`src/sv/gdfs_pkg.sv`:
```
`default_nettype none

package gdfs_pkg;

   // result status codes
   typedef enum logic [2:0] {
      STAT_IDLE    = 3'd0,
      STAT_ACCEPT  = 3'd1,
      STAT_REJECT  = 3'd2,
      STAT_EXPAND  = 3'd3,
      STAT_REACHED = 3'd4,
      STAT_PATH    = 3'd5,
      STAT_EMPTY   = 3'd6
   } status_type;

   // direction in which a cell was pushed from its parent
   typedef enum logic [1:0] {
      DIR_NORTH = 2'd0,
      DIR_SOUTH = 2'd1,
      DIR_EAST  = 2'd2,
      DIR_WEST  = 2'd3
   } dir_type;

   localparam logic [5:0] GRID_SIDE_RESET = 6'd20;
   localparam logic [5:0] GRID_SIDE_MIN   = 6'd2;

   typedef struct packed {
      logic take_item;
      logic decide;
      logic nbr;
      logic test;
      logic clear;
      logic finish;
   } cmd_type;

   typedef struct packed {
      logic walking;
      logic sweep_last;
      logic dec_reach;
      logic dec_expand;
      logic dir_last;
      logic out_free;
   } sts_type;

endpackage

`default_nettype wire

```
`src/sv/gdfs_ctrl.sv`:
```
`default_nettype none

module gdfs_ctrl (
   input  logic              clock,
   input  logic              reset,
   input  logic              req_valid,
   output logic              req_stall,
   input  gdfs_pkg::sts_type sts,
   output gdfs_pkg::cmd_type cmd
);
   import gdfs_pkg::*;

   typedef enum logic [5:0] {
      S_CLEAR  = 6'b000001,
      S_IDLE   = 6'b000010,
      S_DECIDE = 6'b000100,
      S_NBR    = 6'b001000,
      S_TEST   = 6'b010000,
      S_FINISH = 6'b100000
   } state_type;

   state_type state_ff, state_in;

   always_comb begin
      state_in = state_ff;
      cmd      = '0;
      unique case (state_ff)
         S_CLEAR: begin
            cmd.clear = 1'b1;
            // a clear after the goal is reached still owes its result beat
            if (sts.sweep_last) begin
               state_in = sts.walking ? S_FINISH : S_IDLE;
            end
         end
         S_IDLE: begin
            if (req_valid) begin
               cmd.take_item = 1'b1;
               state_in      = S_DECIDE;
            end
         end
         S_DECIDE: begin
            cmd.decide = 1'b1;
            priority if (sts.dec_reach) begin
               state_in = S_CLEAR;
            end else if (sts.dec_expand) begin
               state_in = S_NBR;
            end else begin
               state_in = S_FINISH;
            end
         end
         S_NBR: begin
            cmd.nbr  = 1'b1;
            state_in = S_TEST;
         end
         S_TEST: begin
            cmd.test = 1'b1;
            state_in = sts.dir_last ? S_FINISH : S_NBR;
         end
         S_FINISH: begin
            if (sts.out_free) begin
               cmd.finish = 1'b1;
               state_in   = S_IDLE;
            end
         end
         default: begin
            state_in = S_CLEAR;
         end
      endcase
   end

   always_ff @(posedge clock) begin
      if (reset) begin
         state_ff <= S_CLEAR;
      end else begin
         state_ff <= state_in;
      end
   end

   assign req_stall = (state_ff != S_IDLE);

   a_decide_from_idle: assert property (@(posedge clock) disable iff (reset)
      (state_ff == S_DECIDE) |-> ($past(state_ff) == S_IDLE))
      else $error("decide entered without an accepted beat");

   a_sweep_exit: assert property (@(posedge clock) disable iff (reset)
      (state_ff == S_CLEAR && sts.sweep_last) |=> (state_ff == S_IDLE || state_ff == S_FINISH))
      else $error("map clear did not finish");

endmodule

`default_nettype wire

```
`config.mk`:
```
export PLATFORM = sky130hd
export DESIGN_NAME = gdfs_ctrl
export DESIGN_NICKNAME = d
export VERILOG_FILES = /design/src/sv/gdfs_pkg.sv /design/src/sv/gdfs_ctrl.sv
export SDC_FILE = /design/constraint.sdc
export NUM_CORES = 1
export LEC_CHECK = 0
export BUFFER_PORTS_ARGS = -buffer_cell sky130_fd_sc_hd__buf_2
export CAP_MARGIN = 15
export CORE_AREA = 10 10 47 49
export DETAILED_ROUTE_END_ITERATION = 10
export DIE_AREA = 0 0 57 59
export PLACE_DENSITY_LB_ADDON = 0.05
export SYNTH_ARGS = -nofsm -noshare
export SYNTH_HDL_FRONTEND = slang
export SYNTH_SLANG_ARGS = --single-unit
```
`constraint.sdc`:
```
create_clock -name clock -period 1.6 [get_ports clock]
set_clock_uncertainty 0.1 [all_clocks]
set_input_delay 0.16 -clock clock [delete_from_list [all_inputs] [get_ports clock]]
set_output_delay 0.16 -clock clock [all_outputs]
set_load 0.03 [all_outputs]
```
**Yosys cells after proc, flatten, opt, wreduce, memory -nomap -nowiden**

Cells that the tools add are included.

- Bits in registers: 6
- Input port bits: 9

- Mux-type cells: 16
- Equality and inequality tests: 10
- Reduce and logical (&&, ||, !) cells: 1

Operator list:

| kind | number |
|---|---|
| 2-to-1 mux 6 bit | 7 |
| case mux 6 bit (6 select lines) | 1 |
| 2-to-1 mux 1 bit | 8 |
| equality test 6 x 1 -> 1 bit, second input constant | 1 |
| equality test 6 x 2 -> 1 bit, second input constant | 1 |
| equality test 6 x 3 -> 1 bit, second input constant | 1 |
| equality test 6 x 4 -> 1 bit, second input constant | 1 |
| equality test 6 x 5 -> 1 bit, second input constant | 1 |
| equality test 6 bit, second input constant | 1 |
| != test 2 bit, second input constant | 3 |
| != test 6 x 2 -> 1 bit, second input constant | 1 |
| AND reduction 3 bit | 1 |

**Logic depth before layout (Yosys ltp)**

Gate-level depths: netlist (run 1).

- Depth after elaboration: 3
- Gate-level depth with buffers: 5

**Worst setup path before layout (run 1)**

Ideal clock, no wire load.

- Path kind: reg2out
- Start: reg state_ff[4]
- End: out cmd[4] (netlist name)
- Stages on the path, launching flop included: 4
- Arrival: 1.747 ns
- Path slack: -0.407 ns
- Path buffers: 1
- Cell sequence: dfxtp_1 buf_6 or4_4 nor3b_1

RTL lines:

| what | line | RTL |
|---|---|---|
| start, declared | gdfs_ctrl.sv:22 | `state_type state_ff, state_in;` |
| start signal, assigned | gdfs_ctrl.sv:75 | `state_ff <= state_in;` |
| end, declared | gdfs_ctrl.sv:9 | `output gdfs_pkg::cmd_type cmd` |

**Worst setup path in the final report (run 1)**

- Start: reg state_ff[3]
- End: reg state_ff[5]

- Cells in the longest elaborated chain, start to end: 3
- Elaborated cells on any way between the ends: 11

Ends and longest elaborated chain:

| what | line | RTL |
|---|---|---|
| equality test 6 x 1 -> 1 bit (tied with other cells) | gdfs_ctrl.sv:27 | `unique case (state_ff)` |
| != test 2 bit (no line) | - |  |
| AND reduction 3 bit (no line) | - |  |

Several ways; a longest one is shown, not always the timed one.
A chain may end at the register's enable or synchronous reset.

==> impl_metrics.env, run 1 <==
export IMPL_status="complete, but fails checks"
export IMPL_violations="setup timing"
export IMPL_cts_htree_levels=1
export IMPL_synthMuxAreaShare_pct=0
export IMPL_synth_xor_area_share_pct=1.88
export IMPL_nets=97
export IMPL_timing_fmax_mhz=553
export IMPL_synth_simple_area_share_pct=45.8
export IMPL_synth_seq_cells=6
export IMPL_cts_buffer_depth=2
export IMPL_grt_pass1_wl_um=2320
export IMPL_power_density_nw_per_um2=1140
export IMPL_pre_cts_ws_ns=-0.0745
export IMPL_synth_cell_types=30
export IMPL_p_leak_nw=0.359
export IMPL_cp_cell_sequence="or4_4 -> buf_6 -> nor4b_4 -> buf_4 -> o32ai_2"
export IMPL_syn_inst=53
export IMPL_r2r_end="state_ff[5]$_SDFFE_PP0P_"
export IMPL_grt_max_degree=9
export IMPL_worst_path_max_fanout=3
export IMPL_synth_compound_area_share_pct=19.3
export IMPL_syn2layout_area_growth_pct=78.0
export IMPL_drive_gt1_share_pct=67.4
export IMPL_clock_latency_ns=0.24
export IMPL_min_path_type="primary input to flop"
export IMPL_cts_tree="built"
export IMPL_crit_required_ns=1.61
export IMPL_die_w_um=57
export IMPL_syn_num_nets=62
export IMPL_die_area_um2=3360
export IMPL_initial_core_util_pct=33.3
export IMPL_min_period_over_period_pct=113
export IMPL_largest_reg_flops=6
export IMPL_yosysSeqAreaShare_pct=25.7
export IMPL_fin_crit_ns=1.81
export IMPL_crit_end="state_ff[5]$_SDFFE_PP0P_"
export IMPL_grt_overflow_total=0
export IMPL_dp_hpwl_um=1060
export IMPL_synth_top_family_by_area="simple AND/OR/NAND/NOR gates"
export IMPL_ios=16
export IMPL_relSlewSlack_pct=78.9
export IMPL_drtAntennaViolNets=0
export IMPL_power_uw=944
export IMPL_drc=0
export IMPL_tightest_slew_ns=0.315
export IMPL_r2r_setup_slack_ns=-0.21
export IMPL_holdWs_ns=0.0604
export IMPL_synth_warning_count=0
export IMPL_clk_pin_slew_ns=0.04
export IMPL_synth_adder_area_share_pct=0
export IMPL_critical_path_startpoint="state_ff[3]$_SDFFE_PP0P_"
export IMPL_crit_type="flop to flop"
export IMPL_crit_path_start_kind="flop"
export IMPL_wl_per_cell_um=13.5
export IMPL_grtUsageTotal_pct=8.44
export IMPL_r2r_start="state_ff[3]$_SDFFE_PP0P_"
export IMPL_finalSetupViolations=10
export IMPL_cap_violations=0
export IMPL_drt_iter0_drc=3
export IMPL_wirelength_um=1370
export IMPL_final_setup_tns_ns=-1.56
export IMPL_grt_pass1_vias=524
export IMPL_dpl_cell_area_um2=651
export IMPL_layout_commonest_cell="buf_4"
export IMPL_postSynthAreaPerCell_um2=8.81
export IMPL_setup_ws_ns=-0.207
export IMPL_r2r_cells=5
export IMPL_clock_sinks=6
export IMPL_syn_cell_area_um2=467
export IMPL_clock_root_buffer="clkbuf_4"
export IMPL_diodes=0
export IMPL_holdBufCountCts=0
export IMPL_gp_congestion=0.742
export IMPL_via_per_inst=5.07
export IMPL_core_area_um2=1400
export IMPL_top_register="state_ff"
export IMPL_end_kind="flop"
export IMPL_max_stage_delay_ns=0.57
export IMPL_final_area_um2=831
export IMPL_rsz0062_at_grt="yes"
export IMPL_firstDrtPassIters=4
export IMPL_layout_common_cells="15 x buf_4, 9 x buf_2, 8 x buf_6"
export IMPL_crit_arrival_ns=1.82
export IMPL_crit_path_top_delay_cell="or4_4"
export IMPL_vias=517
export IMPL_numCtsBuffers=3
export IMPL_die_y_um=59
export IMPL_slew_viol_final=0
export IMPL_std_cell_rows=14
export IMPL_hold_violations=0
export IMPL_vdd_ir_drop_max_mv=0.699
export IMPL_antenna_found_initial=0
export IMPL_reg_top3="state_ff x6"
export IMPL_hold_depth=2
export IMPL_port_buffers=15
layer usage:
metal | share of wire, % | GRT usage (%) | routed length, um | vias up
met1 | 45 | 9.06 | 617 | 236
li1 | - | - | - | 268
met2 | 49 | 14.6 | 677 | 11
met3 | 5.2 | 3.43 | 71 | 2
met5 | 0 | 0 | 0 | -
met4 | 0.58 | 3.02 | 8 | 0
cells by family after synthesis:
group	after synthesis
AND/OR/NAND/NOR	28
AO/OA/AOI/OAI	12
flip-flops	6
buffers and inverters	6
XOR/XNOR	1
power by group:
group          total [mW]  switching [mW]  internal (mW)
logic               0.600           0.276          0.324
registers           0.211          0.0352          0.176
clock network       0.133          0.0481         0.0844
metrics by stage:
step / cells / util (%)
2_1_floorplan: 53 / -
3_3_place_gp: 92 / 46.4
3_5_place_dp: 92 / 46.4
4_1_cts: 99 / 54.6
5_1_grt: 102 / 59.3
6_report: 102 / 59.3
worst min path at each step:
stage          startpoint                  endpoint  slack (ns)
2_1_floorplan       reset  state_ff[3]$_SDFFE_PP0P_        0.12
4_1_cts             reset  state_ff[3]$_SDFFE_PP0P_        0.04
3_3_place_gp        reset  state_ff[3]$_SDFFE_PP0P_        0.30
3_5_place_dp        reset  state_ff[3]$_SDFFE_PP0P_        0.30
5_1_grt             reset  state_ff[3]$_SDFFE_PP0P_        0.08
6_report            reset  state_ff[3]$_SDFFE_PP0P_        0.06
synthesized netlist by cell type:
cell	count	area, um^2
or2b_1	1	7.51
nor3b_2	2	25.0
nor2_1	7	26.3
a2bb2oi_1	1	8.76
nand3_1	1	5.00
or3b_1	1	8.76
a31oi_1	2	12.5
nor2_2	1	6.26
o21bai_1	1	7.51
buf_4	1	7.51
a22oi_1	1	7.51
and3_1	2	12.5
a41o_1	1	10.0
nor4b_4	1	23.8
o32ai_1	1	8.76
buf_6	1	11.3
nor3_4	1	16.3
nor2b_1	1	6.26
nor4b_1	1	8.76
nand3b_1	3	22.5
nor3b_1	1	7.51
inv_1	4	15.0
o211ai_1	1	7.51
a211oi_2	1	12.5
a21oi_1	2	10.0
nor3_1	3	15.0
dfxtp_1	6	120
xor2_1	1	8.76
or4_4	2	22.5
o21ai_0	1	5.00
final cells by class:
type | count | area (um^2)
Clock buffer | 3 | 22.5
Fill cell | 128 | 571
Inverter | 4 | 15.0
Multi-Input combinational cell | 41 | 402
Sequential cell | 6 | 124
Tap cell | 16 | 20.0
Timing Repair Buffer | 32 | 248
critical path, delay by kind of cell, from the launching register on:
kind,cells,cell delay [ns]
flops,1,0.31
compound gates,1,0.07
simple gates,2,0.87
buf+inv,2,0.33
timing repair:
item / in CTS / in global routing
pin swaps: 6 / 4
resized for setup: 18 / 10
setup endpoints to repair: 13 / 13
setup buffers: 4 / 3
Power figures use the tool's default switching activity.
==> inputs of run 2 (changes only) <==
Settings changed: SETUP_SLACK_MARGIN set to 0.2.
==> impl_metrics.env, run 2 (synthesized netlist as in run 1, its figures left out) <==
export IMPL_antenna_found_initial=0
export IMPL_numCtsBuffers=3
export IMPL_fin_cells=106
export IMPL_r2r_cells=5
export IMPL_grt_pass1_vias=611
export IMPL_power_mw=1.02
export IMPL_grt_busiest_layer="met2"
export IMPL_clock_root_buffer="clkbuf_4"
export IMPL_dp_hpwl_um=1160
export IMPL_drive_gt1_share_pct=68.9
export IMPL_min_from="reset"
export IMPL_drt_iter0_drc=3
export IMPL_finalSetupViolations=11
export IMPL_die_w_um=57
export IMPL_holdPathEnd="state_ff[3]$_SDFFE_PP0P_"
export IMPL_violations="setup timing"
export IMPL_status="complete, but fails checks"
export IMPL_cp_cell_sequence="or4_4 -> nor3b_4 -> buf_6"
export IMPL_grt_use_met1_pct=10.3
export IMPL_grtUsageTotal_pct=9.49
export IMPL_final_setup_tns_ns=-1.77
export IMPL_min_period_over_period_pct=114
export IMPL_port_buffers=15
export IMPL_grt_overflow_total=0
export IMPL_seqPwrFrac_pct=19.8
export IMPL_wl_per_cell_um=14.3
export IMPL_ios=16
export IMPL_largest_reg_flops=6
export IMPL_min_path_type="primary input to flop"
export IMPL_cap_violations=0
export IMPL_reg_top3="state_ff x6"
export IMPL_wirelength_um=1520
export IMPL_initial_core_util_pct=33.3
export IMPL_dp_cells=92
export IMPL_power_density_nw_per_um2=1120
export IMPL_p_leak_nw=0.389
export IMPL_layout_common_cells="14 x buf_6, 14 x buf_4, 8 x buf_2"
export IMPL_crit_path_top_delay_cell="or4_4"
export IMPL_firstDrtPassIters=2
export IMPL_hold_violations=0
export IMPL_r2r_end="state_ff[1]$_SDFFE_PP0P_"
export IMPL_top_register="state_ff"
export IMPL_rsz0062_at_grt="yes"
export IMPL_r2r_start="state_ff[5]$_SDFFE_PP0P_"
export IMPL_cts_htree_levels=1
export IMPL_p_int_uw=627
export IMPL_relSlewSlack_pct=76.5
export IMPL_die_area_um2=3360
export IMPL_std_cell_rows=14
export IMPL_max_stage_delay_ns=0.58
export IMPL_drtAntennaViolNets=0
export IMPL_crit_required_ns=1.34
export IMPL_crit_type="flop to output pin"
export IMPL_clock_latency_ns=0.25
export IMPL_clock_sinks=6
export IMPL_grt_pass1_wl_um=2670
export IMPL_grt_use_met2_pct=16.9
export IMPL_clk_pin_slew_ns=0.05
export IMPL_final_core_util_pct=64.9
export IMPL_fin_crit_ns=1.82
export IMPL_slew_viol_final=0
export IMPL_grt_max_degree=10
export IMPL_die_y_um=59
export IMPL_diodes=0
export IMPL_switching_share_pct=38.7
export IMPL_cts_buffer_depth=2
export IMPL_crit_path_start_kind="flop"
export IMPL_p_comb_share_pct=66.6
export IMPL_worst_path_max_fanout=4
export IMPL_net_switching_power_uw=395
export IMPL_crit_arrival_ns=1.56
export IMPL_core_area_um2=1400
export IMPL_setup_ws_ns=-0.217
export IMPL_cts_tree="built"
export IMPL_holdBufCountCts=0
export IMPL_gp_congestion=0.718
export IMPL_grt_use_met3_pct=3.22
export IMPL_end_kind="output pin"
export IMPL_timing_fmax_mhz=550
export IMPL_hold_depth=2
export IMPL_r2r_setup_slack_ns=-0.21
export IMPL_via_per_inst=5.05
export IMPL_syn2layout_area_growth_pct=94.9
export IMPL_pre_cts_ws_ns=-0.0532
export IMPL_vdd_ir_drop_max_mv=0.508
export IMPL_drc=0
export IMPL_nets=101
export IMPL_vias=535
export IMPL_p_clk_share_pct=13.7
export IMPL_tightest_slew_ns=0.350
-- run 2: cell count changes in the layout (fill, tap and decap cells not counted), sizes merged --
cell and change:
buf +4
-- run 2: final cells by class --
cell class,count,area [um^2]
repair buffers,36,303
clock buffers,3,22.5
well taps,16,20.0
fillers,128,492
inverters,4,15.0
multi-input cells,41,422
flip-flops and latches,6,128
-- run 2: power groups by stage --
stage / Combinational (mW) / Clock [mW] / Sequential [mW]
floorplan: 0.371 / 0 / 0.196
global placement: 0.491 / 0 / 0.195
detailed placement: 0.492 / 0 / 0.197
CTS: 0.630 / 0.144 / 0.201
global route: 0.724 / 0.152 / 0.206
finish: 0.681 / 0.140 / 0.202
-- run 2: routing by layer --
| metal | up-vias | share of wire [%] |
|---|---|---|
| li1 | 272 | - |
| met1 | 250 | 41 |
| met2 | 11 | 53 |
| met3 | 2 | 5.6 |
| met4 | 0 | 0.73 |
| met5 | - | 0 |
-- run 2: per-stage QoR --
step | area (um^2) | hold WS [ns]
6_report | 910 | 0.0266
4_1_cts | 862 | 0.0359
3_3_place_gp | 671 | 0.293
3_5_place_dp | 671 | 0.296
5_1_grt | 910 | 0.0545
2_1_floorplan | 523 | 0.125
-- run 2: what timing repair did --
item	4_1_cts	5_1_grt
buffers inserted	8	3
setup endpoints to repair	13	13
gates resized for setup	32	5
pin swaps	12	8
-- run 2: worst max-delay path, delay by kind of cell (launching register included) --
family                 cells  cell delay [ns]
and+or+nand+nor            2             0.83
DFF                        1             0.32
buffers and inverters      1             0.16
-- run 2: worst max-delay path by stage --
stage | start | end | slack (ns) | cells past startpoint
CTS | state_ff[5]$_SDFFE_PP0P_ | cmd[3] | -0.20 | 3
global route | state_ff[5]$_SDFFE_PP0P_ | cmd[1] | -0.26 | 3
detailed placement | state_ff[5]$_SDFFE_PP0P_ | state_ff[1]$_SDFFE_PP0P_ | -0.05 | 4
finish | state_ff[5]$_SDFFE_PP0P_ | cmd[1] | -0.22 | 3
floorplan | state_ff[3]$_SDFFE_PP0P_ | state_ff[1]$_SDFFE_PP0P_ | -0.13 | 4
global placement | state_ff[5]$_SDFFE_PP0P_ | state_ff[1]$_SDFFE_PP0P_ | -0.03 | 4
==> inputs of run 3 (changes only) <==
Settings changed: MAX_ROUTING_LAYER set to met4.
==> impl_metrics.env, run 3 (synthesized netlist as in run 1, its figures left out) <==
export IMPL_grt_use_met2_pct=16.9
export IMPL_wirelength_um=1510
export IMPL_nets=101
export IMPL_largest_reg_flops=6
export IMPL_violations="setup timing"
export IMPL_port_buffers=15
export IMPL_drt_iter0_drc=3
export IMPL_wl_per_cell_um=14.3
export IMPL_end_kind="output pin"
export IMPL_top_register="state_ff"
export IMPL_grt_max_degree=10
export IMPL_status="complete, but fails checks"
export IMPL_clock_latency_ns=0.25
export IMPL_final_core_util_pct=64.9
export IMPL_reg_top3="state_ff x6"
export IMPL_setup_ws_ns=-0.217
export IMPL_p_int_uw=627
export IMPL_drc=0
export IMPL_seqPwrFrac_pct=19.8
export IMPL_net_switching_power_uw=395
export IMPL_die_y_um=59
export IMPL_grt_pass1_wl_um=2670
export IMPL_gp_congestion=0.726
export IMPL_relSlewSlack_pct=76.5
export IMPL_grtUsageTotal_pct=9.76
export IMPL_rsz0062_at_grt="yes"
export IMPL_tightest_slew_ns=0.350
export IMPL_die_area_um2=3360
export IMPL_max_stage_delay_ns=0.58
export IMPL_switching_share_pct=38.7
export IMPL_crit_arrival_ns=1.56
export IMPL_fin_crit_ns=1.82
export IMPL_holdWs_ns=0.0266
export IMPL_cts_buffer_depth=2
export IMPL_timing_fmax_mhz=550
export IMPL_final_setup_tns_ns=-1.77
export IMPL_power_density_nw_per_um2=1120
export IMPL_numCtsBuffers=3
export IMPL_min_path_type="primary input to flop"
export IMPL_vdd_ir_drop_max_mv=0.508
export IMPL_p_leak_nw=0.389
export IMPL_core_area_um2=1400
export IMPL_clk_pin_slew_ns=0.05
export IMPL_hold_violations=0
export IMPL_dp_hpwl_um=1160
export IMPL_crit_path_top_delay_cell="or4_4"
export IMPL_drtAntennaViolNets=0
export IMPL_std_cell_rows=14
export IMPL_p_clk_share_pct=13.7
export IMPL_initial_core_util_pct=33.3
export IMPL_crit_family="simple AND/OR/NAND/NOR gates"
export IMPL_ios=16
export IMPL_vias=535
export IMPL_crit_required_ns=1.34
export IMPL_holdBufCountCts=0
export IMPL_cap_violations=0
export IMPL_final_area_um2=910
export IMPL_finalSetupViolations=11
export IMPL_grt_overflow_total=0
export IMPL_slew_viol_final=0
export IMPL_p_comb_share_pct=66.6
export IMPL_dpl_cell_area_um2=671
export IMPL_fillers=128
export IMPL_diodes=0
export IMPL_via_per_inst=5.05
export IMPL_grt_pass1_vias=611
export IMPL_layout_common_cells="14 x buf_6, 14 x buf_4, 8 x buf_2"
export IMPL_cp_cell_sequence="or4_4 -> nor3b_4 -> buf_6"
export IMPL_cts_htree_levels=1
export IMPL_drive_gt1_share_pct=68.9
export IMPL_worst_path_max_fanout=4
export IMPL_syn2layout_area_growth_pct=94.9
export IMPL_crit_type="flop to output pin"
export IMPL_firstDrtPassIters=2
export IMPL_antenna_found_initial=0
export IMPL_grt_use_met3_pct=2.79
export IMPL_min_period_over_period_pct=114
export IMPL_pre_cts_ws_ns=-0.0532
export IMPL_cts_tree="built"
export IMPL_clock_root_buffer="clkbuf_4"
export IMPL_grt_busiest_layer="met2"
export IMPL_clock_sinks=6
export IMPL_die_w_um=57
export IMPL_crit_path_start_kind="flop"
export IMPL_grt_use_met1_pct=10.5
export IMPL_path_buf_inv=1
-- run 3: worst paths after layout --
path / from / endpoint / slack [ns] / depth (start not counted)
max: state_ff[5]$_SDFFE_PP0P_ / cmd[1] / -0.22 / 3
min: reset / state_ff[3]$_SDFFE_PP0P_ / 0.03 / 2
max reg2reg: state_ff[5]$_SDFFE_PP0P_ / state_ff[1]$_SDFFE_PP0P_ / -0.21 / 5
min reg2reg: state_ff[2]$_SDFFE_PP0P_ / state_ff[3]$_SDFFE_PP0P_ / 0.64 / 3
-- run 3: worst register-to-register path, delay by kind of cell (launching register included) --
family,cells,cell delay (ns)
compound gates,1,0.07
buf+inv,1,0.15
flops,1,0.32
simple gates,3,1.05
-- run 3: timing repair --
action / 4_1_cts / 5_1_grt
gates resized for setup: 32 / 5
buffers inserted: 8 / 3
endpoints found under the setup margin: 13 / 13
hold endpoints to repair: 0 / 0
pin swaps: 12 / 8
-- run 3: layout make-up --
| class | instances | area [um^2] | area share, % |
|---|---|---|---|
| multi-input cells | 41 | 422 | 46.4 |
| inverters | 4 | 15.0 | 1.65 |
| flip-flops and latches | 6 | 128 | 14.0 |
| well taps | 16 | 20.0 | 2.20 |
| clock buffers | 3 | 22.5 | 2.48 |
| repair buffers | 36 | 303 | 33.3 |
-- run 3: power by group through the flow --
stage,Sequential (mW),Combinational [mW],Clock [mW]
6_report,0.202,0.681,0.140
5_1_grt,0.206,0.724,0.152
4_1_cts,0.201,0.630,0.144
3_5_place_dp,0.197,0.492,0
3_3_place_gp,0.195,0.491,0
2_1_floorplan,0.196,0.371,0
-- run 3: metal layers --
layer  part of all wire [%]  routed length (um)  up-vias
met3                    4.8                  72        2
met2                     53                 798       11
met4                   0.73                  11        0
met1                     42                 631      250
li1                       -                   -      272
met5                      0                   0        -
-- run 3: metrics by stage --
step | total power, mW | std cells
floorplan | 0.567 | 53
global placement | 0.686 | 92
detailed placement | 0.689 | 92
CTS | 0.975 | 103
global route | 1.08 | 106
finish | 1.02 | 106
